$ cat config.mk
export PLATFORM = sky130hd
export DESIGN_NAME = pbfc_queue
export DESIGN_NICKNAME = d
export VERILOG_FILES = /design/src/design/pbfc_pkg.sv /design/src/design/pbfc_queue.sv
export SDC_FILE = /design/constraint.sdc
export NUM_CORES = 1
export LEC_CHECK = 0
export ABC_AREA = 0
export BUFFER_PORTS_ARGS = -buffer_cell sky130_fd_sc_hd__buf_2
export CAP_MARGIN = 20
export CORE_MARGIN = 8
export CORE_UTILIZATION = 36
export CTS_BUF_LIST = sky130_fd_sc_hd__clkbuf_4 sky130_fd_sc_hd__clkbuf_8 sky130_fd_sc_hd__clkbuf_16
export CTS_CLUSTER_DIAMETER = 150
export CTS_CLUSTER_SIZE = 16
export DETAILED_ROUTE_END_ITERATION = 6
export GPL_ROUTABILITY_DRIVEN = 0
export HOLD_SLACK_MARGIN = 0.02
export SYNTH_ARGS = -nofsm -noshare
export SYNTH_HDL_FRONTEND = slang
export SYNTH_SLANG_ARGS = --single-unit
$ cat constraint.sdc
create_clock -name clk -period 1.4 [get_ports clk]
set_input_delay 0.42 -clock clk [delete_from_list [all_inputs] [get_ports clk]]
set_output_delay 0.42 -clock clk [all_outputs]
set_load 0.005 [all_outputs]
$ cat src/design/pbfc_pkg.sv
// Shared constants, types and the base decoder of the position frequency counter.
`timescale 1ns / 1ps

package pbfc_pkg;

    // Table geometry and counter width.
    localparam int POSITIONS   = 15;
    localparam int TABLES      = 4;
    localparam int COUNT_WIDTH = 32;
    localparam int BASES       = 4;
    localparam int CODE_W      = 2;
    localparam int ROWS        = TABLES * POSITIONS;
    localparam int ROW_IDX_W   = $clog2(ROWS);
    localparam int ROW_DATA_W  = BASES * COUNT_WIDTH;
    localparam logic [COUNT_WIDTH-1:0] COUNT_MAX = '1;

    // Result widths and the divider datapath.
    localparam int OUT_W     = 32;
    localparam int PM_W      = 10;
    localparam int PM_SCALE  = 1000;
    localparam int SUM_W     = COUNT_WIDTH + 2;
    localparam int PROD_W    = COUNT_WIDTH + PM_W;
    localparam int DIV_W     = SUM_W + PM_W - 1;
    localparam int DIV_CNT_W = $clog2(PM_W);

    // Command queue depth.
    localparam int QDEPTH = 2;
    localparam int QPTR_W = (QDEPTH > 1) ? $clog2(QDEPTH) : 1;
    localparam int QCNT_W = $clog2(QDEPTH + 1);

    // Action codes.
    localparam logic ACT_ADD   = 1'b0;
    localparam logic ACT_QUERY = 1'b1;

    // Base codes, one per counter within a row.
    localparam logic [CODE_W-1:0] BASE_A = 2'd0;
    localparam logic [CODE_W-1:0] BASE_C = 2'd1;
    localparam logic [CODE_W-1:0] BASE_G = 2'd2;
    localparam logic [CODE_W-1:0] BASE_T = 2'd3;

    // Raw nucleotide characters.
    localparam logic [7:0] CH_A_LO = 8'h61;
    localparam logic [7:0] CH_A_UP = 8'h41;
    localparam logic [7:0] CH_C_LO = 8'h63;
    localparam logic [7:0] CH_C_UP = 8'h43;
    localparam logic [7:0] CH_G_LO = 8'h67;
    localparam logic [7:0] CH_G_UP = 8'h47;
    localparam logic [7:0] CH_T_LO = 8'h74;
    localparam logic [7:0] CH_T_UP = 8'h54;

    typedef struct packed {
        logic              ok;
        logic [CODE_W-1:0] code;
    } base_dec_t;

    // One classified item as it travels from the front to the back.
    typedef struct packed {
        logic                 is_query;
        logic                 in_range;
        logic                 base_ok;
        logic [CODE_W-1:0]    code;
        logic [ROW_IDX_W-1:0] row;
    } cmd_t;

    typedef struct packed {
        logic push;
        cmd_t cmd;
    } q_push_t;

    typedef struct packed {
        logic valid;
        cmd_t cmd;
    } q_head_t;

    // Map a raw character to a base code; anything else is not a base.
    function automatic base_dec_t base_decode(input logic [7:0] ch);
        base_dec_t d;
        d.ok   = 1'b1;
        d.code = BASE_A;
        unique case (ch) inside
            CH_A_LO, CH_A_UP: d.code = BASE_A;
            CH_C_LO, CH_C_UP: d.code = BASE_C;
            CH_G_LO, CH_G_UP: d.code = BASE_G;
            CH_T_LO, CH_T_UP: d.code = BASE_T;
            default:          d.ok   = 1'b0;
        endcase
        return d;
    endfunction

endpackage

$ cat src/design/pbfc_queue.sv
// Short command queue between the front end and the execution back end.
`timescale 1ns / 1ps

module pbfc_queue (
    input  logic              clk,
    input  logic              rst_n,
    input  pbfc_pkg::q_push_t push,
    output logic              full,
    output pbfc_pkg::q_head_t q_head,
    input  logic              pop
);
    import pbfc_pkg::*;

    cmd_t              slot_reg [QDEPTH];
    logic [QPTR_W-1:0] wr_ptr_reg, wr_ptr_next;
    logic [QPTR_W-1:0] rd_ptr_reg, rd_ptr_next;
    logic [QCNT_W-1:0] fill_reg, fill_next;
    logic              do_push, do_pop;

    assign full         = (fill_reg == QCNT_W'(QDEPTH));
    assign q_head.valid = (fill_reg != '0);
    assign q_head.cmd   = slot_reg[rd_ptr_reg];
    assign do_push      = push.push && !full;
    assign do_pop       = pop && q_head.valid;

    // Pointer and fill bookkeeping.
    always_comb
    begin
        wr_ptr_next = wr_ptr_reg;
        rd_ptr_next = rd_ptr_reg;
        fill_next   = fill_reg;
        if (do_push)
        begin
            wr_ptr_next = (wr_ptr_reg == QPTR_W'(QDEPTH - 1)) ? '0 : wr_ptr_reg + 1'b1;
        end
        if (do_pop)
        begin
            rd_ptr_next = (rd_ptr_reg == QPTR_W'(QDEPTH - 1)) ? '0 : rd_ptr_reg + 1'b1;
        end
        if (do_push && !do_pop)
        begin
            fill_next = fill_reg + 1'b1;
        end
        else if (do_pop && !do_push)
        begin
            fill_next = fill_reg - 1'b1;
        end
    end

    always_ff @(posedge clk or negedge rst_n)
    begin
        if (!rst_n)
        begin
            wr_ptr_reg <= '0;
            rd_ptr_reg <= '0;
            fill_reg   <= '0;
        end
        else
        begin
            wr_ptr_reg <= wr_ptr_next;
            rd_ptr_reg <= rd_ptr_next;
            fill_reg   <= fill_next;
        end
    end

    always_ff @(posedge clk)
    begin
        if (do_push)
        begin
            slot_reg[wr_ptr_reg] <= push.cmd;
        end
    end

    // A command offered to a full queue stays offered and unchanged.
    a_push_held_when_full: assert property (@(posedge clk) disable iff (!rst_n)
        (push.push && full) |=> push.push && $stable(push.cmd))
        else $error("command offered to a full queue was dropped or changed");

    a_fill_bounded: assert property (@(posedge clk) disable iff (!rst_n)
        fill_reg <= QCNT_W'(QDEPTH))
        else $error("queue fill count out of range");

endmodule

==> impl_metrics.csv, run 1 <==
group,metric,value,unit
layout,largest_reg_flops,22,
sta,skew,0.00192,ns
sta,final-hold-violation-count,0,
grt,overflow,0,
synth,syn_inst,53,
route,wl_per_cell,14.3,um
sta,worst_slew_pin_slew,0.142,ns
synth,synthMuxAreaShare,0.152,
die,initial_core_util,0.377,
sta,final-setup-viol-count,13,
synth,ys_warn_count,0,
worst_hold_path,hold_path.class,"input port to flip-flop",
layout,diodes,0,
grt,antenna_found_initial,0,
critical_path,timing.rr.start,"fill_reg[0]",
sta,finalWorstSetupSlack,-0.320,ns
route,ant_nets,0,
sta,max_freq,581,MHz
grt,grt_pass1_vias,615,
sta,rsz0062_at_grt,"true",
route,drt_iter0_drc,7,
synth,ys_seq_area_frac,0.732,
synth,avgSynthCellArea,19.6,um^2
clock_tree,cts_tree,"built",
synth,ys_types,15,
critical_path,critPathMaxFanout,7,
placed_design,place_ws,0.0102,ns
power_and_ir_drop,power.leakage,0.625,nW
route,dr_total_vias,578,
critical_path,crit_arrival,1.30,ns
synth,synth_xor_area_frac,0.0421,
power_and_ir_drop,power_density,2010,nW/um^2
die,die_width,69.7,um
layout,finalNetCount,113,
route,vias_per_cell,4.55,
power_and_ir_drop,vdd_drop_max,1120,uV
placed_design,dp_hpwl,1350,um
sta,maxSlewViolCount,0,
placed_design,placed_area,1260,um^2
die,die_h,69.7,um
synth,synth_nets,69,
die,dieArea,4860,um^2
run_status,status,"finished, violations left",
layout,layout-drive-gt1-share,0.646,
run,maxCapViolCount,0,
critical_path,timing_worst_setup_path_type,"flip-flop to primary output",
die,io-pin-count,28,
synth,yosys.area_share.simple,0.0445,
sta,period_needed,1.72,ns
clock_tree,clk_pin_slew,0.13,ns
route,dr.pass1.iters,2,
grt,grt_max_degree,15,
synth,synth_fa_ha_area_frac,0.0120,
layout,fill_cells,237,
critical_path,critPathLaunch,"rd_ptr_reg",
worst_hold_path,min_from,"push[0]",
synth,ys_ff_latch,26,
clock_tree,clkSinkCount,26,
layout,finalInstanceArea,1460,um^2
sta,max-slew-margin-rel,0.905,
placed_design,portBuffers,27,
critical_path,cp_data_required_time,0.98,ns
clock_tree,clk_latency,0.31,ns
sta,fin_crit_sh,1.23,
route,wl,1820,um
synth,synth_top_family_by_area,"multiplexers",
sta,fin_setup_tns,-3.66,ns
critical_path,cp-start-kind,"flip-flop",
grt,grt_pass1_wl,2820,um
grt,grtUsageTotal,0.0728,
layout,syn2layout_area_growth,40.3,%
clock_tree,ctsHtreeMaxLevel,1,
clock_tree,root_buffer,"clkbuf_4",
route,drc_errors,0,
critical_path,cp-end-kind,"primary output",
clock_tree,clk_path_buf_depth,2,
die,core-area,2760,um^2
run_status,violations,"negative setup slack",
synth,syn_area,1040,um^2
power_and_ir_drop,fin_total_pwr,0.00293,W
die,core.rowCount,19,
clock_tree,cts_made_buffers,3,
synth,synth_compound_area_frac,0,
-- cells in the final DEF (no fill, tap or decap), types with 2 or more instances in the layout --
cell and instances:
inv_2 2, buf_4 9, clkbuf_4 3, buf_2 14, xnor2_1 3, dfrtp_1 4
buf_6 16, edfxtp_1 22, mux2_4 11
-- worst paths after layout --
path	to	depth (start not counted)	slack, ns
setup / recovery	q_head[1]	3	-0.32
hold / removal	slot_reg[1][0]	1	0.29
setup reg to reg	fill_reg[1]	7	0.02
hold reg to reg	wr_ptr_reg	1	0.55
max in group asynchronous	wr_ptr_reg	2	0.86
min in group asynchronous	fill_reg[1]	2	0.42
-- routing by layer --
layer  track usage  part of all wire
met1        0.0754              0.40
met2         0.125              0.54
met3        0.0300             0.054
met4        0.0335            0.0077
met5             0                 0
-- power breakdown --
part           total [W]  internal [W]  switching [W]  leakage [nW]
clock           0.000306      0.000104       0.000202        0.0154
sequential       0.00116       0.00107      0.0000871         0.251
combinational    0.00146      0.000933       0.000529         0.358
total            0.00293       0.00211       0.000819         0.625
-- cell usage after synthesis --
cell / number / area [um^2]
and3_1: 1 / 6.26
buf_6: 1 / 11.3
dfrtp_1: 4 / 100
edfxtp_1: 22 / 661
ha_1: 1 / 12.5
inv_1: 2 / 7.51
mux2_2: 2 / 22.5
mux2_4: 9 / 135
nand2_2: 1 / 6.26
nand2_4: 1 / 11.3
nand2b_1: 1 / 6.26
nor2_1: 2 / 7.51
or2_4: 1 / 8.76
xnor2_1: 3 / 26.3
xor2_1: 2 / 17.5
-- layout make-up --
type                       count  area (um^2)  area share
multi-input combinational     24          298       0.204
timing repair buffer          40          328       0.225
inverter                       2         7.51     0.00515
sequential                    26          761       0.521
clock buffer                   3         22.5      0.0154
clock inverter                 1         3.75     0.00257
tap                           31         38.8      0.0266
-- critical path, cell delays in order, from the launching register on --
cell and delay, ns:
dfrtp_1 0.42, buf_6 0.15, mux2_4 0.30, buf_6 0.12
-- metrics by stage --
stage | instances | hold slack, ns | utilization
2_1_floorplan | 53 | 0.124 | -
3_3_place_gp | 118 | 0.232 | 0.459
3_5_place_dp | 118 | 0.232 | 0.459
4_1_cts | 126 | 0.272 | 0.517
5_1_grt | 127 | 0.266 | 0.529
6_report | 127 | 0.289 | 0.529
-- what timing repair did --
item,in CTS,in global routing
endpoints found under the hold margin,4,0
pin swaps,0,4
setup endpoints to repair,14,14
resized for setup,19,5
hold buffers,1,0
buffers inserted,4,1
-- cell families (layout without fill, tap and decap cells) --
| kind of cell | Yosys count | after routing |
|---|---|---|
| buffers and inverters | 3 | 46 |
| flip-flops | 26 | 26 |
| multiplexers | 11 | 11 |
| AND/OR/NAND/NOR | 7 | 7 |
| adder cells (fa/ha/maj) | 1 | 1 |
| XOR/XNOR | 5 | 5 |
(Power assumes the default switching activity.)
==> run 2, diff against run 1 <==
--- a/config.mk
+++ b/config.mk
@@ -6,15 +6,16 @@
 export NUM_CORES = 1
 export LEC_CHECK = 0
 export ABC_AREA = 0
+export ABC_CLOCK_PERIOD_IN_PS = 1400
 export BUFFER_PORTS_ARGS = -buffer_cell sky130_fd_sc_hd__buf_2
 export CAP_MARGIN = 20
-export CORE_MARGIN = 8
 export CORE_UTILIZATION = 36
 export CTS_BUF_LIST = sky130_fd_sc_hd__clkbuf_4 sky130_fd_sc_hd__clkbuf_8 sky130_fd_sc_hd__clkbuf_16
 export CTS_CLUSTER_DIAMETER = 150
 export CTS_CLUSTER_SIZE = 16
 export DETAILED_ROUTE_END_ITERATION = 6
 export GPL_ROUTABILITY_DRIVEN = 0
+export GPL_TIMING_DRIVEN = 0
 export HOLD_SLACK_MARGIN = 0.02
 export SYNTH_ARGS = -nofsm -noshare
 export SYNTH_HDL_FRONTEND = slang
==> run 2 against run 1 <==
The flow still finishes with violations (negative setup slack); largest cell class unchanged; critical path depth did not move; clock skew rose by 0.0051 ns; non-clock buffer count fell by 3; first-iteration DRC count rose by 14%; combinational power fell by 8%; cell count fell by 2.4%.
==> impl_metrics.csv, run 2 (same netlist as run 1, synthesis figures left out) <==
group,metric,value,unit
route,ant_nets,0,
die,die_width,55.7,um
critical_path,cp_cell_sequence,"buf_8, mux2_4, buf_6",
critical_path,r2r_end,"fill_reg[1]",
worst_hold_path,worstHoldPathCells,1,
sta,period_needed,1.73,ns
grt,overflow,0,
critical_path,timing.rr.start,"fill_reg[1]",
grt,grt_max_degree,16,
sta,fin_setup_tns,-3.89,ns
clock_tree,cts_made_buffers,3,
placed_design,dp_hpwl,1010,um
clock_tree,clk_latency,0.32,ns
worst_hold_path,holdPathEnd,"slot_reg[0][5]",
die,core.rowCount,19,
clock_tree,clk_path_buf_depth,2,
layout,layout-drive-gt1-share,0.667,
critical_path,r2r_cells,7,
critical_path,cp_data_required_time,0.98,ns
clock_tree,clkSinkCount,26,
grt,antenna_found_initial,0,
route,dr_total_vias,554,
route,dr.pass1.iters,3,
sta,worst_slew_pin_slew,0.331,ns
route,vias_per_cell,4.47,
sta,maxSlewViolCount,0,
worst_hold_path,hold_path.class,"input port to flip-flop",
die,io-pin-count,28,
sta,rsz0062_at_grt,"true",
power_and_ir_drop,power.leakage,0.608,nW
run_status,violations,"negative setup slack",
layout,fin_util,0.524,
run,maxCapViolCount,0,
power_and_ir_drop,power_density,2090,nW/um^2
critical_path,timing_worst_setup_path_type,"flip-flop to primary output",
clock_tree,cts_tree,"built",
layout,diodes,0,
sta,final-hold-violation-count,0,
critical_path,rrSetupSlack,-0.07,ns
clock_tree,ctsHtreeMaxLevel,1,
layout,final_common_cell,"edfxtp_1",
critical_path,crit_family,"flip-flops",
sta,fin_crit_sh,1.24,
route,wl_per_cell,12.8,um
layout,largest_reg_flops,22,
sta,skew,0.00697,ns
clock_tree,root_buffer,"clkbuf_4",
sta,holdWs,0.281,ns
route,drc_errors,0,
die,die_h,55.7,um
power_and_ir_drop,vdd_drop_max,1010,uV
die,initial_core_util,0.377,
critical_path,max_stage_delay,0.42,ns
sta,max_freq,577,MHz
placed_design,portBuffers,27,
sta,finalWorstSetupSlack,-0.333,ns
sta,max-slew-margin-rel,0.779,
die,core-area,2760,um^2
critical_path,cp.buffers_inverters,2,
critical_path,cpMaxStageDelayCell,"dfrtp_1",
route,wl,1580,um
run_status,status,"finished, violations left",
die,dieArea,3110,um^2
layout,finalNetCount,110,
critical_path,cp-start-kind,"flip-flop",
layout,mostFrequentLayoutCells,"22 x edfxtp_1, 18 x buf_2, 10 x buf_6",
grt,grtUsageTotal,0.110,
grt,grt_pass1_vias,602,
clock_tree,clk_pin_slew,0.14,ns
grt,grt_pass1_wl,2530,um
layout,syn2layout_area_growth,39.0,%
worst_hold_path,min_from,"push[5]",
critical_path,critPathMaxFanout,10,
critical_path,crit_arrival,1.31,ns
route,drt_iter0_drc,8,
critical_path,cp-end-kind,"primary output",
sta,final-setup-viol-count,14,
## run 2: cell count changes in the layout (fill, tap and decap cells not counted), moves of 2 or more
cell	previous run	this run
buf_6	16	10
buf_2	14	18
buf_4	9	7
mux2_2	0	2
mux2_4	11	9
## run 2: area by class of cell
| type | count | area (um^2) |
|---|---|---|
| Fill cell | 235 | 1310 |
| Sequential cell | 26 | 762 |
| Multi-Input combinational cell | 24 | 304 |
| Timing Repair Buffer | 36 | 265 |
| Tap cell | 31 | 38.8 |
| Clock inverter | 1 | 30.0 |
| Clock buffer | 3 | 22.5 |
| Buffer | 1 | 15.0 |
| Inverter | 2 | 7.51 |
## run 2: through the flow
step | cells | worst slack [ns] | instance area [um^2] | total power (W)
after floorplan | 53 | 0.0560 | 1040 | 0.00181
after global placement | 111 | -0.112 | 1220 | 0.00208
after detailed placement | 111 | -0.127 | 1220 | 0.00209
final | 124 | -0.333 | 1450 | 0.00301
after global routing | 124 | -0.394 | 1450 | 0.00319
after CTS | 123 | -0.360 | 1400 | 0.00292
## run 2: worst max-delay path by stage
stage               slack, ns        endpoint        start  cells past startpoint
detailed placement      -0.13  slot_reg[0][9]  fill_reg[0]                      3
global route            -0.39       q_head[0]   rd_ptr_reg                      3
CTS                     -0.36       q_head[5]   rd_ptr_reg                      3
global placement        -0.11  slot_reg[0][2]  fill_reg[0]                      3
finish                  -0.33       q_head[5]   rd_ptr_reg                      3
floorplan                0.06     fill_reg[1]  fill_reg[0]                      6
## run 2: what timing repair did
| action | in CTS | in global routing |
|---|---|---|
| hold buffers | 1 | 0 |
| hold endpoints to repair | 4 | 0 |
| setup endpoints to repair | 36 | 14 |
| setup buffers | 7 | 1 |
| resized for setup | 14 | 7 |
| pin swaps | 4 | 1 |
## run 2: per-layer routing
layer / wire length [um] / global-route usage / up-vias
met3: 84 / 0.0302 / 0
met2: 855 / 0.200 / 16
met1: 642 / 0.116 / 265
li1: - / - / 273
met5: 0 / 0 / -
met4: 0 / 0.0536 / 0
## run 2: power by group
part | internal [W] | switching, W | leakage, nW
sequential | 0.00108 | 0.0000975 | 0.250
clock | 0.000289 | 0.000214 | 0.0279
combinational | 0.000836 | 0.000499 | 0.330
total | 0.00220 | 0.000810 | 0.608
