File: src/design/pbfc_pkg.sv
// Shared constants, types and the base decoder of the position frequency counter.
`timescale 1ns / 1ps

package pbfc_pkg;

    // Table geometry and counter width.
    localparam int POSITIONS   = 15;
    localparam int TABLES      = 4;
    localparam int COUNT_WIDTH = 32;
    localparam int BASES       = 4;
    localparam int CODE_W      = 2;
    localparam int ROWS        = TABLES * POSITIONS;
    localparam int ROW_IDX_W   = $clog2(ROWS);
    localparam int ROW_DATA_W  = BASES * COUNT_WIDTH;
    localparam logic [COUNT_WIDTH-1:0] COUNT_MAX = '1;

    // Result widths and the divider datapath.
    localparam int OUT_W     = 32;
    localparam int PM_W      = 10;
    localparam int PM_SCALE  = 1000;
    localparam int SUM_W     = COUNT_WIDTH + 2;
    localparam int PROD_W    = COUNT_WIDTH + PM_W;
    localparam int DIV_W     = SUM_W + PM_W - 1;
    localparam int DIV_CNT_W = $clog2(PM_W);

    // Command queue depth.
    localparam int QDEPTH = 2;
    localparam int QPTR_W = (QDEPTH > 1) ? $clog2(QDEPTH) : 1;
    localparam int QCNT_W = $clog2(QDEPTH + 1);

    // Action codes.
    localparam logic ACT_ADD   = 1'b0;
    localparam logic ACT_QUERY = 1'b1;

    // Base codes, one per counter within a row.
    localparam logic [CODE_W-1:0] BASE_A = 2'd0;
    localparam logic [CODE_W-1:0] BASE_C = 2'd1;
    localparam logic [CODE_W-1:0] BASE_G = 2'd2;
    localparam logic [CODE_W-1:0] BASE_T = 2'd3;

    // Raw nucleotide characters.
    localparam logic [7:0] CH_A_LO = 8'h61;
    localparam logic [7:0] CH_A_UP = 8'h41;
    localparam logic [7:0] CH_C_LO = 8'h63;
    localparam logic [7:0] CH_C_UP = 8'h43;
    localparam logic [7:0] CH_G_LO = 8'h67;
    localparam logic [7:0] CH_G_UP = 8'h47;
    localparam logic [7:0] CH_T_LO = 8'h74;
    localparam logic [7:0] CH_T_UP = 8'h54;

    typedef struct packed {
        logic              ok;
        logic [CODE_W-1:0] code;
    } base_dec_t;

    // One classified item as it travels from the front to the back.
    typedef struct packed {
        logic                 is_query;
        logic                 in_range;
        logic                 base_ok;
        logic [CODE_W-1:0]    code;
        logic [ROW_IDX_W-1:0] row;
    } cmd_t;

    typedef struct packed {
        logic push;
        cmd_t cmd;
    } q_push_t;

    typedef struct packed {
        logic valid;
        cmd_t cmd;
    } q_head_t;

    // Map a raw character to a base code; anything else is not a base.
    function automatic base_dec_t base_decode(input logic [7:0] ch);
        base_dec_t d;
        d.ok   = 1'b1;
        d.code = BASE_A;
        unique case (ch) inside
            CH_A_LO, CH_A_UP: d.code = BASE_A;
            CH_C_LO, CH_C_UP: d.code = BASE_C;
            CH_G_LO, CH_G_UP: d.code = BASE_G;
            CH_T_LO, CH_T_UP: d.code = BASE_T;
            default:          d.ok   = 1'b0;
        endcase
        return d;
    endfunction

endpackage

File: src/design/pbfc_front.sv
// Front end: accepts input beats, classifies them and hands them to the queue.
`timescale 1ns / 1ps

module pbfc_front (
    input  logic              clk,
    input  logic              rst_n,
    input  logic              in_valid,
    output logic              in_stall,
    input  logic              action,
    input  logic [1:0]        table_req,
    input  logic [3:0]        position,
    input  logic [7:0]        base,
    input  logic              full,
    output pbfc_pkg::q_push_t push
);
    import pbfc_pkg::*;

    logic      fr_valid_reg, fr_valid_next;
    cmd_t      fr_cmd_reg;
    cmd_t      cls;
    base_dec_t dec;
    logic      accept;

    // Classify the incoming beat: action, range check, base code and row.
    always_comb
    begin
        dec          = base_decode(base);
        cls.is_query = (action == ACT_QUERY);
        cls.in_range = (int'(table_req) < TABLES) && (int'(position) < POSITIONS);
        cls.base_ok  = dec.ok;
        cls.code     = dec.code;
        if (cls.in_range)
        begin
            cls.row = ROW_IDX_W'(int'(table_req) * POSITIONS + int'(position));
        end
        else
        begin
            cls.row = '0;
        end
    end

    // The holding register stalls only when it is full and the queue is too.
    assign in_stall      = fr_valid_reg && full;
    assign accept        = in_valid && !in_stall;
    assign fr_valid_next = accept || (fr_valid_reg && full);
    assign push.push     = fr_valid_reg;
    assign push.cmd      = fr_cmd_reg;

    always_ff @(posedge clk or negedge rst_n)
    begin
        if (!rst_n)
        begin
            fr_valid_reg <= 1'b0;
        end
        else
        begin
            fr_valid_reg <= fr_valid_next;
        end
    end

    always_ff @(posedge clk)
    begin
        if (accept)
        begin
            fr_cmd_reg <= cls;
        end
    end

endmodule

File: config.mk
export PLATFORM = sky130hd
export DESIGN_NAME = pbfc_front
export DESIGN_NICKNAME = d
export VERILOG_FILES = /design/src/design/pbfc_pkg.sv /design/src/design/pbfc_front.sv
export SDC_FILE = /design/constraint.sdc
export NUM_CORES = 1
export LEC_CHECK = 0
export BUFFER_PORTS_ARGS = -buffer_cell sky130_fd_sc_hd__buf_2
export CORE_MARGIN = 2
export CORE_UTILIZATION = 40
export DETAILED_ROUTE_END_ITERATION = 8
export PLACE_DENSITY = 0.78
export SYNTH_ARGS = -nofsm -noshare
export SYNTH_HDL_FRONTEND = slang
export SYNTH_SLANG_ARGS = --single-unit
File: constraint.sdc
create_clock -name clk -period 1.4 [get_ports clk]
set_input_delay 0.14 -clock clk [delete_from_list [all_inputs] [get_ports clk]]
set_output_delay 0.14 -clock clk [all_outputs]
set_load 0.005 [all_outputs]
==> results of run 1 <==
[per-layer routing]
layer | track usage | routed length (µm) | vias up
li1 | - | - | 285
met1 | 0.152 | 557 | 269
met2 | 0.278 | 736 | 30
met3 | 0.0353 | 106 | 0
met4 | 0.0629 | 0 | 0
met5 | 0 | 0 | -
[critical path: stages]
cell and delay (ns):
buf_8 0.08, inv_8 0.02, fa_1 0.45, inv_1 0.07, ha_2 0.18, inv_2 0.04
fa_2 0.34, nor2b_2 0.14, o21ai_1 0.07, a21oi_1 0.13
[power groups by stage]
stage,combinational [W],clock (W),sequential (W)
floorplan,0.000138,0,0.000451
global placement,0.000229,0,0.000445
detailed placement,0.000242,0,0.000446
CTS,0.000259,0.000274,0.000438
global route,0.000289,0.000292,0.000441
finish,0.000258,0.000267,0.000438
[cell type report]
type,count,share of cell area
flip-flops and latches,12,0.346
well taps,25,0.0305
repair buffers,35,0.207
inverters,11,0.0476
multi-input cells,36,0.333
clock buffers,4,0.0354
[synthesized netlist by cell type]
cell type / n / area, µm²
o211ai_1: 1 / 7.51
or2_2: 1 / 6.26
or3b_1: 1 / 8.76
nand2_1: 2 / 7.51
nor2_1: 1 / 3.75
o21ai_0: 2 / 10.0
buf_4: 1 / 7.51
dfrtp_1: 1 / 25.0
or4_4: 1 / 11.3
and4_1: 1 / 8.76
inv_1: 11 / 41.3
nand3_1: 1 / 5.00
edfxtp_1: 11 / 330
nor3_1: 1 / 5.00
a211o_1: 1 / 8.76
fa_1: 4 / 80.1
or3_2: 1 / 7.51
or3b_2: 1 / 8.76
a21oi_1: 4 / 20.0
nor2b_1: 3 / 18.8
ha_1: 5 / 62.6
nor3b_1: 1 / 7.51
and2_1: 3 / 18.8
nand4_1: 1 / 6.26
[worst min-delay path by stage]
stage            from           end  slack [ns]
3_3_place_gp    rst_n  fr_valid_reg       -0.08
2_1_floorplan   rst_n  fr_valid_reg       -0.16
4_1_cts        action      push[10]        0.05
3_5_place_dp    rst_n  fr_valid_reg       -0.08
5_1_grt        action      push[10]        0.04
6_report       action      push[10]        0.05
[what timing repair did]
item / in CTS / in global routing
endpoints found under the setup margin: 4 / 4
pin swaps: 3 / 1
endpoints found under the hold margin: 1 / 0
hold buffers: 1 / 0
gates resized for setup: 10 / 0
[per-stage QoR]
stage	cells	worst slack [ns]	utilization
floorplan	60	-0.262	-
global placement	118	-0.450	0.558
detailed placement	118	-0.510	0.558
CTS	123	-0.140	0.601
global route	123	-0.225	0.601
finish	123	-0.158	0.601
[logic make-up (layout without fill, tap and decap cells)]
family / Yosys count / in the layout
AOI/OAI and AO/OA: 8 / 8
adders and majority gates: 9 / 9
buffers and inverters: 12 / 50
DFF: 12 / 12
and+or+nand+nor: 19 / 19
==> results.py, run 1 <==
metrics = {
    "drt": {
        "totalWireLength_mm": 1.40,
        "drc": 0,
        "via_per_inst": 4.75,
        "ant_nets": 0,
        "vias": 584,
        "wire_per_inst_um": 11.4,
        "drtIter0Drc": 17,
        "first_pass_iters": 4,
    },
    "floorplan": {
        "rows": 15,
        "start_util": 0.420,
        "core_region_area_um2": 1710,
        "die_y_um": 46.3,
        "die_area_um2": 2150,
        "ios": 32,
        "die_w_um": 46.3,
    },
    "timing": {
        "slew_violations": 0,
        "setup_viol": 4,
        "fmax_ghz": 0.642,
        "layout_min_cycle_time_ns": 1.56,
        "rsz0062_at_grt": "yes",
        "min_period_over_period": 1.11,
        "setup_slack_ns": -0.158,
        "finalSetupTns_ns": -0.514,
        "finalHoldViolations": 0,
        "worst_pin_slew_ns": 0.221,
        "worst_hold_slack_ns": 0.0515,
        "slew_headroom": 0.852,
        "clock_skew_ns": 0.00282,
    },
    "cells_and_area": {
        "syn_to_final_growth_pct": 43.1,
        "final_common_cell": "buf_2",
        "final_net_count": 127,
        "n_fill_cell": 154,
        "multi_input_area_um2": 342,
        "diodes": 0,
        "final_cell_mix": "buf_2 (27), edfxtp_1 (11), inv_1 (7)",
        "final-seq-area_um2": 355,
        "stdcell_area_um2": 1030,
        "layout-drive-gt1-share": 0.541,
        "largest_register_ffs": 11,
    },
    "synthesis": {
        "synth_area_per_cell_um2": 11.9,
        "synth_cell_type_count": 24,
        "synth_top_family_by_area": "adder cells",
        "yosys.area_share.adder": 0.199,
        "synth-seq-cells": 12,
        "yosys_warnings": 0,
        "syn-cell-area_um2": 717,
        "synth-xor-area-share": 0,
        "synth_compound_area_frac": 0.0646,
        "netlist_instances": 60,
        "syn_nets": 88,
        "synthSimpleGateAreaFrac": 0.173,
        "seq_area_frac_synth": 0.496,
        "synthMuxAreaShare": 0,
    },
    "grt": {
        "antenna_found_initial": 0,
        "overflow": 0,
        "grt_max_degree": 12,
        "grt_pass1_wl_mm": 2.21,
        "grt_pass1_vias": 554,
        "grt_use_total": 0.148,
    },
    "worst_setup_path": {
        "crit_path_end": "push[5]",
        "r2r-end": "push[4]",
        "criticalPathCategory": "input port to flop",
        "cp.required_ns": 1.52,
        "critPathLaunchType": "input port",
        "cp.arrival_ns": 1.68,
        "cp-startpoint": "position[1]",
        "crit_fanout": 2,
        "endpoint_kind": "flop",
        "reg2reg_depth": 3,
        "ff2ff_setup_slack_ns": 0.24,
        "r2r-start": "fr_valid_reg",
    },
    "power_and_ir_drop": {
        "internal_power_w": 0.000725,
        "ir_drop_v": 0.000406,
        "comb_power_share": 0.268,
        "p_sw_w": 0.000237,
        "power.total_w": 0.000962,
        "netSwitchingFraction": 0.246,
        "p_leak_nw": 0.455,
        "power.density_nw_per_um2": 938,
        "seq_power_share": 0.455,
        "p_clk_frac": 0.277,
    },
    "placement": {
        "dpl-instance-area_um2": 952,
        "gp_congestion": 0.805,
        "portBuffers": 30,
        "hpwl_mm": 1.18,
    },
    "clock_tree": {
        "path_clk_slew_ns": 0.07,
        "cts_tree": "done",
        "h-tree-depth": 1,
        "root_buffer": "clkbuf_4",
        "ctsLongestPathBuffers": 2,
        "clock_latency_ns": 0.27,
        "cts.sinks": 12,
        "post_cts_buffers": 0,
        "numCtsBuffers": 3,
    },
    "run_status": {
        "violations": "setup timing",
        "outcome": "complete, but fails checks",
    },
    "hold_path": {
        "whs_path_depth": 1,
        "min_path_type": "input port to flop",
    },
    "job": {
        "maxCapViolCount": 0,
    },
}
Note: power is estimated with default switching activity, not from simulation.
==> run 2, diff against run 1 <==
--- a/config.mk
+++ b/config.mk
@@ -5,11 +5,12 @@
 export SDC_FILE = /design/constraint.sdc
 export NUM_CORES = 1
 export LEC_CHECK = 0
+export ABC_AREA = 1
 export BUFFER_PORTS_ARGS = -buffer_cell sky130_fd_sc_hd__buf_2
 export CORE_MARGIN = 2
-export CORE_UTILIZATION = 40
+export CORE_UTILIZATION = 41
 export DETAILED_ROUTE_END_ITERATION = 8
-export PLACE_DENSITY = 0.78
+export PLACE_DENSITY = 0.79
 export SYNTH_ARGS = -nofsm -noshare
 export SYNTH_HDL_FRONTEND = slang
 export SYNTH_SLANG_ARGS = --single-unit
==> results.py, run 2 <==
metrics = {
    "run_status": {
        "outcome": "complete, but fails checks",
        "violations": "setup timing",
    },
    "synthesis": {
        "netlist_instances": 76,
        "synth_area_per_cell_um2": 9.71,
        "yosys_warnings": 0,
        "synth.largest_area_cell": "edfxtp_1",
        "syn-cell-area_um2": 738,
        "synth_top_family_by_area": "adder cells",
        "synth.most_common_cell": "inv_1",
        "yosys.area_share.adder": 0.193,
        "synth_cell_type_count": 16,
        "syn_nets": 104,
        "synth-xor-area-share": 0,
        "synthArstFlopShare": 0.0833,
        "synth-seq-cells": 12,
        "synth_edf_count": 11,
        "synthFlopType": "edfxtp_1",
        "synthSimpleGateAreaFrac": 0.180,
        "synth_compound_area_frac": 0.0339,
        "ys_top_cells_by_area": "edfxtp_1 (45%), fa_1 (11%), inv_1 (9.7%)",
        "seq_area_frac_synth": 0.481,
        "yosys-top-cells-count": "inv_1 (19), nand2_1 (13), edfxtp_1 (11), nor2_1 (8), ha_1 (5)",
        "synth.top_cell.area_share": 0.447,
        "synthMuxAreaShare": 0,
    },
    "hold_path": {
        "min_path_type": "input port to flop",
        "hp-start": "action",
    },
    "worst_setup_path": {
        "crit_fanout": 3,
        "cp.required_ns": 1.42,
        "timing.critical_path.slowest_cell_delay_ns": 0.52,
        "cp.arrival_ns": 1.57,
        "critPathLaunchType": "input port",
        "cp-startpoint": "table_req[1]",
        "path_buf_inv": 4,
        "criticalPathCategory": "input port to flop",
        "path_cells": "buf_4 -> inv_2 -> fa_1 -> inv_1 -> ha_2 -> inv_2 -> fa_2 -> nor2_2",
        "critPathSlowestCell": "fa_2",
        "cpMostUsedCell": "inv_2",
        "r2r-start": "fr_valid_reg",
        "endpoint_kind": "flop",
        "cp_top_family": "adder cells",
    },
    "clock_tree": {
        "root_buffer": "clkbuf_4",
        "h-tree-depth": 1,
        "numCtsBuffers": 3,
        "cts.sinks": 12,
        "cts_tree": "done",
        "ctsLongestPathBuffers": 2,
        "path_clk_slew_ns": 0.07,
        "clock_latency_ns": 0.26,
    },
    "timing": {
        "slew_violations": 0,
        "finalHoldViolations": 0,
        "fmax_ghz": 0.648,
        "rsz0062_at_grt": "yes",
        "min_period_over_period": 1.10,
        "setup_slack_ns": -0.143,
        "layout_min_cycle_time_ns": 1.54,
        "finalSetupTns_ns": -0.441,
        "clock_skew_ns": 0.00223,
        "slew_headroom": 0.840,
        "setup_viol": 4,
        "worst_pin_slew_ns": 0.240,
    },
    "cells_and_area": {
        "n_fill_cell": 126,
        "layout-drive-gt1-share": 0.558,
        "syn_to_final_growth_pct": 51.4,
        "final_cell_mix": "buf_2 (27), inv_1 (12), edfxtp_1 (11)",
        "largest_register_ffs": 11,
        "final-seq-area_um2": 355,
        "final_common_cell": "buf_2",
        "final_net_count": 149,
        "diodes": 0,
        "multi_input_area_um2": 358,
    },
    "grt": {
        "antenna_found_initial": 0,
        "overflow": 0,
        "grt_pass1_vias": 630,
        "grt_pass1_wl_mm": 2.54,
        "grt_max_degree": 12,
        "grt_use_total": 0.173,
    },
    "drt": {
        "ant_nets": 0,
        "totalWireLength_mm": 1.67,
        "first_pass_iters": 4,
        "drc": 0,
        "via_per_inst": 4.48,
        "drtIter0Drc": 13,
        "wire_per_inst_um": 11.5,
        "vias": 650,
    },
    "floorplan": {
        "die_y_um": 46.4,
        "die_w_um": 46.4,
        "die_area_um2": 2160,
        "core_region_area_um2": 1710,
        "ios": 32,
        "start_util": 0.432,
        "rows": 15,
    },
    "power_and_ir_drop": {
        "power.density_nw_per_um2": 898,
        "ir_drop_v": 0.000406,
        "power.total_w": 0.00100,
        "p_leak_nw": 0.564,
    },
    "placement": {
        "gp_congestion": 0.725,
        "portBuffers": 30,
        "place_ws_ns": -0.499,
        "hpwl_mm": 1.23,
    },
    "job": {
        "maxCapViolCount": 0,
    },
}
-- run 2: changes by cell type after synthesis, sizes merged, moves of 2 or more --
| cell | delta |
|---|---|
| nand2 | +11 |
| nor2 | +9 |
| inv | +8 |
| and2 | -3 |
| nor2b | -3 |
| nand3 | +2 |
| or3b | -2 |
-- run 2: cell type report --
cell class / count / share of cell area
Multi-Input combinational cell: 43 / 0.320
Sequential cell: 12 / 0.318
Timing Repair Buffer: 41 / 0.234
Inverter: 20 / 0.0761
Tap cell: 25 / 0.0280
Clock buffer: 4 / 0.0235
-- run 2: logic make-up (layout without fill, tap and decap cells) --
family	count (synthesis)	in the layout
AND/OR/NAND/NOR	29	29
buffers and inverters	21	65
flip-flops	12	12
adder cells (fa/ha/maj)	9	9
AO/OA/AOI/OAI	5	5
-- run 2: worst register-to-register path, cell delays in order, from the launching register on --
cell     delay, ns
dfrtp_1       0.37
nand2_1       0.08
inv_1         0.05
nor2_1        0.08
buf_4         0.19
-- run 2: final timing paths --
kind | endpoint | slack (ns) | cells after the start
setup / recovery | push[2] | -0.14 | 8
hold / removal | push[10] | 0.05 | 1
setup reg to reg | push[5] | 0.33 | 4
hold reg to reg | fr_valid_reg | 0.49 | 2
max in group asynchronous | fr_valid_reg | 1.15 | 2
min in group asynchronous | fr_valid_reg | 0.17 | 2
-- run 2: layer usage --
layer  GRT usage  vias to the layer above  wire length (µm)
li1            -                      327                 -
met5           0                        -                 0
met2       0.328                       20              1000
met4      0.0686                        0                 8
met1       0.181                      301               616
met3      0.0353                        2                48
-- run 2: what timing repair did --
item | in CTS | in global routing
hold buffers | 1 | 0
gates resized for setup | 20 | 7
pin swaps | 11 | 8
endpoints found under the setup margin | 4 | 4
setup buffers | 1 | 1
hold endpoints to repair | 1 | 0
-- run 2: where the power goes --
part | total, W | leakage (nW) | switching, W | internal (W)
Combinational | 0.000349 | 0.433 | 0.000182 | 0.000168
Sequential | 0.000438 | 0.116 | 0.00000651 | 0.000432
Clock | 0.000216 | 0.0150 | 0.000106 | 0.000110
-- run 2: per-stage QoR --
stage                      util  cell area, µm²  hold slack (ns)  std cells
after floorplan               -             748           -0.156         76
after CTS                 0.636            1090           0.0487        144
final                     0.654            1120           0.0474        145
after global routing      0.654            1120           0.0413        145
after detailed placement  0.575             982          -0.0851        138
after global placement    0.575             982          -0.0852        138
==> run 3, diff against run 2 <==
--- a/config.mk
+++ b/config.mk
@@ -8,9 +8,10 @@
 export ABC_AREA = 1
 export BUFFER_PORTS_ARGS = -buffer_cell sky130_fd_sc_hd__buf_2
 export CORE_MARGIN = 2
-export CORE_UTILIZATION = 41
+export CORE_UTILIZATION = 45
 export DETAILED_ROUTE_END_ITERATION = 8
-export PLACE_DENSITY = 0.79
+export PLACE_DENSITY = 0.82
+export SETUP_SLACK_MARGIN = 0.4
 export SYNTH_ARGS = -nofsm -noshare
 export SYNTH_HDL_FRONTEND = slang
 export SYNTH_SLANG_ARGS = --single-unit
==> constraint.sdc (replaced) <==
create_clock -name clk -period 1.75 [get_ports clk]
set_input_delay 0.175 -clock clk [delete_from_list [all_inputs] [get_ports clk]]
set_output_delay 0.175 -clock clk [all_outputs]
set_load 0.005 [all_outputs]
==> results.py, run 3 (same netlist as run 2, synthesis figures left out) <==
metrics = {
    "run_status": {
        "outcome": "finished clean",
    },
    "floorplan": {
        "ios": 32,
        "rows": 14,
        "die_y_um": 44.5,
        "core_region_area_um2": 1520,
        "die_w_um": 44.5,
        "start_util": 0.484,
        "die_area_um2": 1980,
    },
    "power_and_ir_drop": {
        "p_leak_nw": 0.549,
        "power.density_nw_per_um2": 750,
        "ir_drop_v": 0.000435,
        "power.total_w": 0.000795,
    },
    "clock_tree": {
        "h-tree-depth": 1,
        "path_clk_slew_ns": 0.08,
        "cts_tree": "done",
        "ctsLongestPathBuffers": 2,
        "clock_latency_ns": 0.28,
        "cts.sinks": 12,
        "numCtsBuffers": 3,
        "root_buffer": "clkbuf_4",
    },
    "hold_path": {
        "min_path_type": "input port to flop",
    },
    "cells_and_area": {
        "final_cell_mix": "buf_2 (28), inv_1 (13), nand2_1 (13)",
        "n_fill_cell": 111,
        "syn_to_final_growth_pct": 43.6,
        "final_net_count": 146,
        "diodes": 0,
        "layout-drive-gt1-share": 0.470,
        "final_common_cell": "buf_2",
        "largest_register_ffs": 11,
    },
    "worst_setup_path": {
        "cp.arrival_ns": 1.59,
        "cp.required_ns": 1.79,
        "ff2ff_setup_slack_ns": 0.60,
        "criticalPathCategory": "input port to flop",
        "endpoint_kind": "flop",
        "critPathLaunchType": "input port",
        "crit_fanout": 3,
    },
    "grt": {
        "grt_use_total": 0.176,
        "grt_pass1_wl_mm": 2.44,
        "grt_pass1_vias": 606,
        "grt_max_degree": 12,
        "overflow": 0,
        "antenna_found_initial": 0,
    },
    "timing": {
        "min_period_over_period": 0.885,
        "layout_min_cycle_time_ns": 1.55,
        "worst_hold_slack_ns": 0.0709,
        "fmax_ghz": 0.645,
        "clock_skew_ns": 0.00341,
        "slew_headroom": 0.793,
        "rsz0062_at_grt": "yes",
        "finalHoldViolations": 0,
        "worst_pin_slew_ns": 0.310,
        "slew_violations": 0,
        "setup_viol": 0,
        "finalSetupTns_ns": 0,
    },
    "drt": {
        "totalWireLength_mm": 1.49,
        "ant_nets": 0,
        "vias": 625,
        "via_per_inst": 4.70,
        "drtIter0Drc": 5,
        "wire_per_inst_um": 11.2,
        "drc": 0,
        "first_pass_iters": 4,
    },
    "placement": {
        "gp_congestion": 0.751,
        "hpwl_mm": 1.19,
        "portBuffers": 30,
    },
    "job": {
        "maxCapViolCount": 0,
    },
}
-- run 3: cell count changes in the layout (fill, tap and decap cells not counted), moves of 2 or more --
cell / before / now
a21oi_2: 2 / 0
nor2_2: 4 / 2
a21oi_1: 2 / 4
buf_4: 9 / 6
nand2_1: 9 / 13
nand2_2: 3 / 0
-- run 3: power by group --
part	switching, W	internal [W]
clock network	0.0000965	0.000127
logic	0.000113	0.000108
registers	0.00000481	0.000345
-- run 3: cell type report --
class,count,area [µm²],share of cell area
Timing Repair Buffer,38,233,0.220
Multi-Input combinational cell,43,330,0.312
Clock buffer,4,36.3,0.0342
Inverter,20,85.1,0.0803
Tap cell,16,20.0,0.0189
Sequential cell,12,355,0.335
-- run 3: repair_timing --
action	CTS	global route
hold endpoints to repair	1	0
setup endpoints to repair	4	15
pin swaps	4	2
setup buffers	1	0
hold buffers	1	0
gates resized for setup	10	4
-- run 3: path summary, 6_finish.rpt --
check                                  start            to  cells after the start
worst max-delay path            table_req[0]       push[2]                      6
worst min-delay path                  action      push[10]                      1
worst max register to register  fr_valid_reg       push[0]                      3
worst min register to register  fr_valid_reg  fr_valid_reg                      2
max in group asynchronous              rst_n  fr_valid_reg                      2
min in group asynchronous              rst_n  fr_valid_reg                      2
-- run 3: worst max-delay path, stage by stage --
cell and delay, ns:
buf_6 0.11, buf_6 0.12, fa_1 0.54, inv_2 0.05, fa_2 0.55, nor2_1 0.04
-- run 3: routing by layer --
metal | vias up | track usage | routed length (µm)
met1 | 286 | 0.185 | 539
met3 | 3 | 0.0245 | 46
met2 | 18 | 0.339 | 877
met5 | - | 0 | 0
met4 | 0 | 0.0727 | 24
li1 | 318 | - | -
-- run 3: metrics by stage --
stage / instance area (µm²) / worst slack (ns) / instances / utilization
2_1_floorplan: 751 / 0.0806 / 76 / -
3_3_place_gp: 958 / -0.155 / 127 / 0.629
3_5_place_dp: 958 / -0.181 / 127 / 0.629
4_1_cts: 1040 / 0.161 / 133 / 0.681
5_1_grt: 1060 / 0.155 / 133 / 0.695
6_report: 1060 / 0.201 / 133 / 0.695
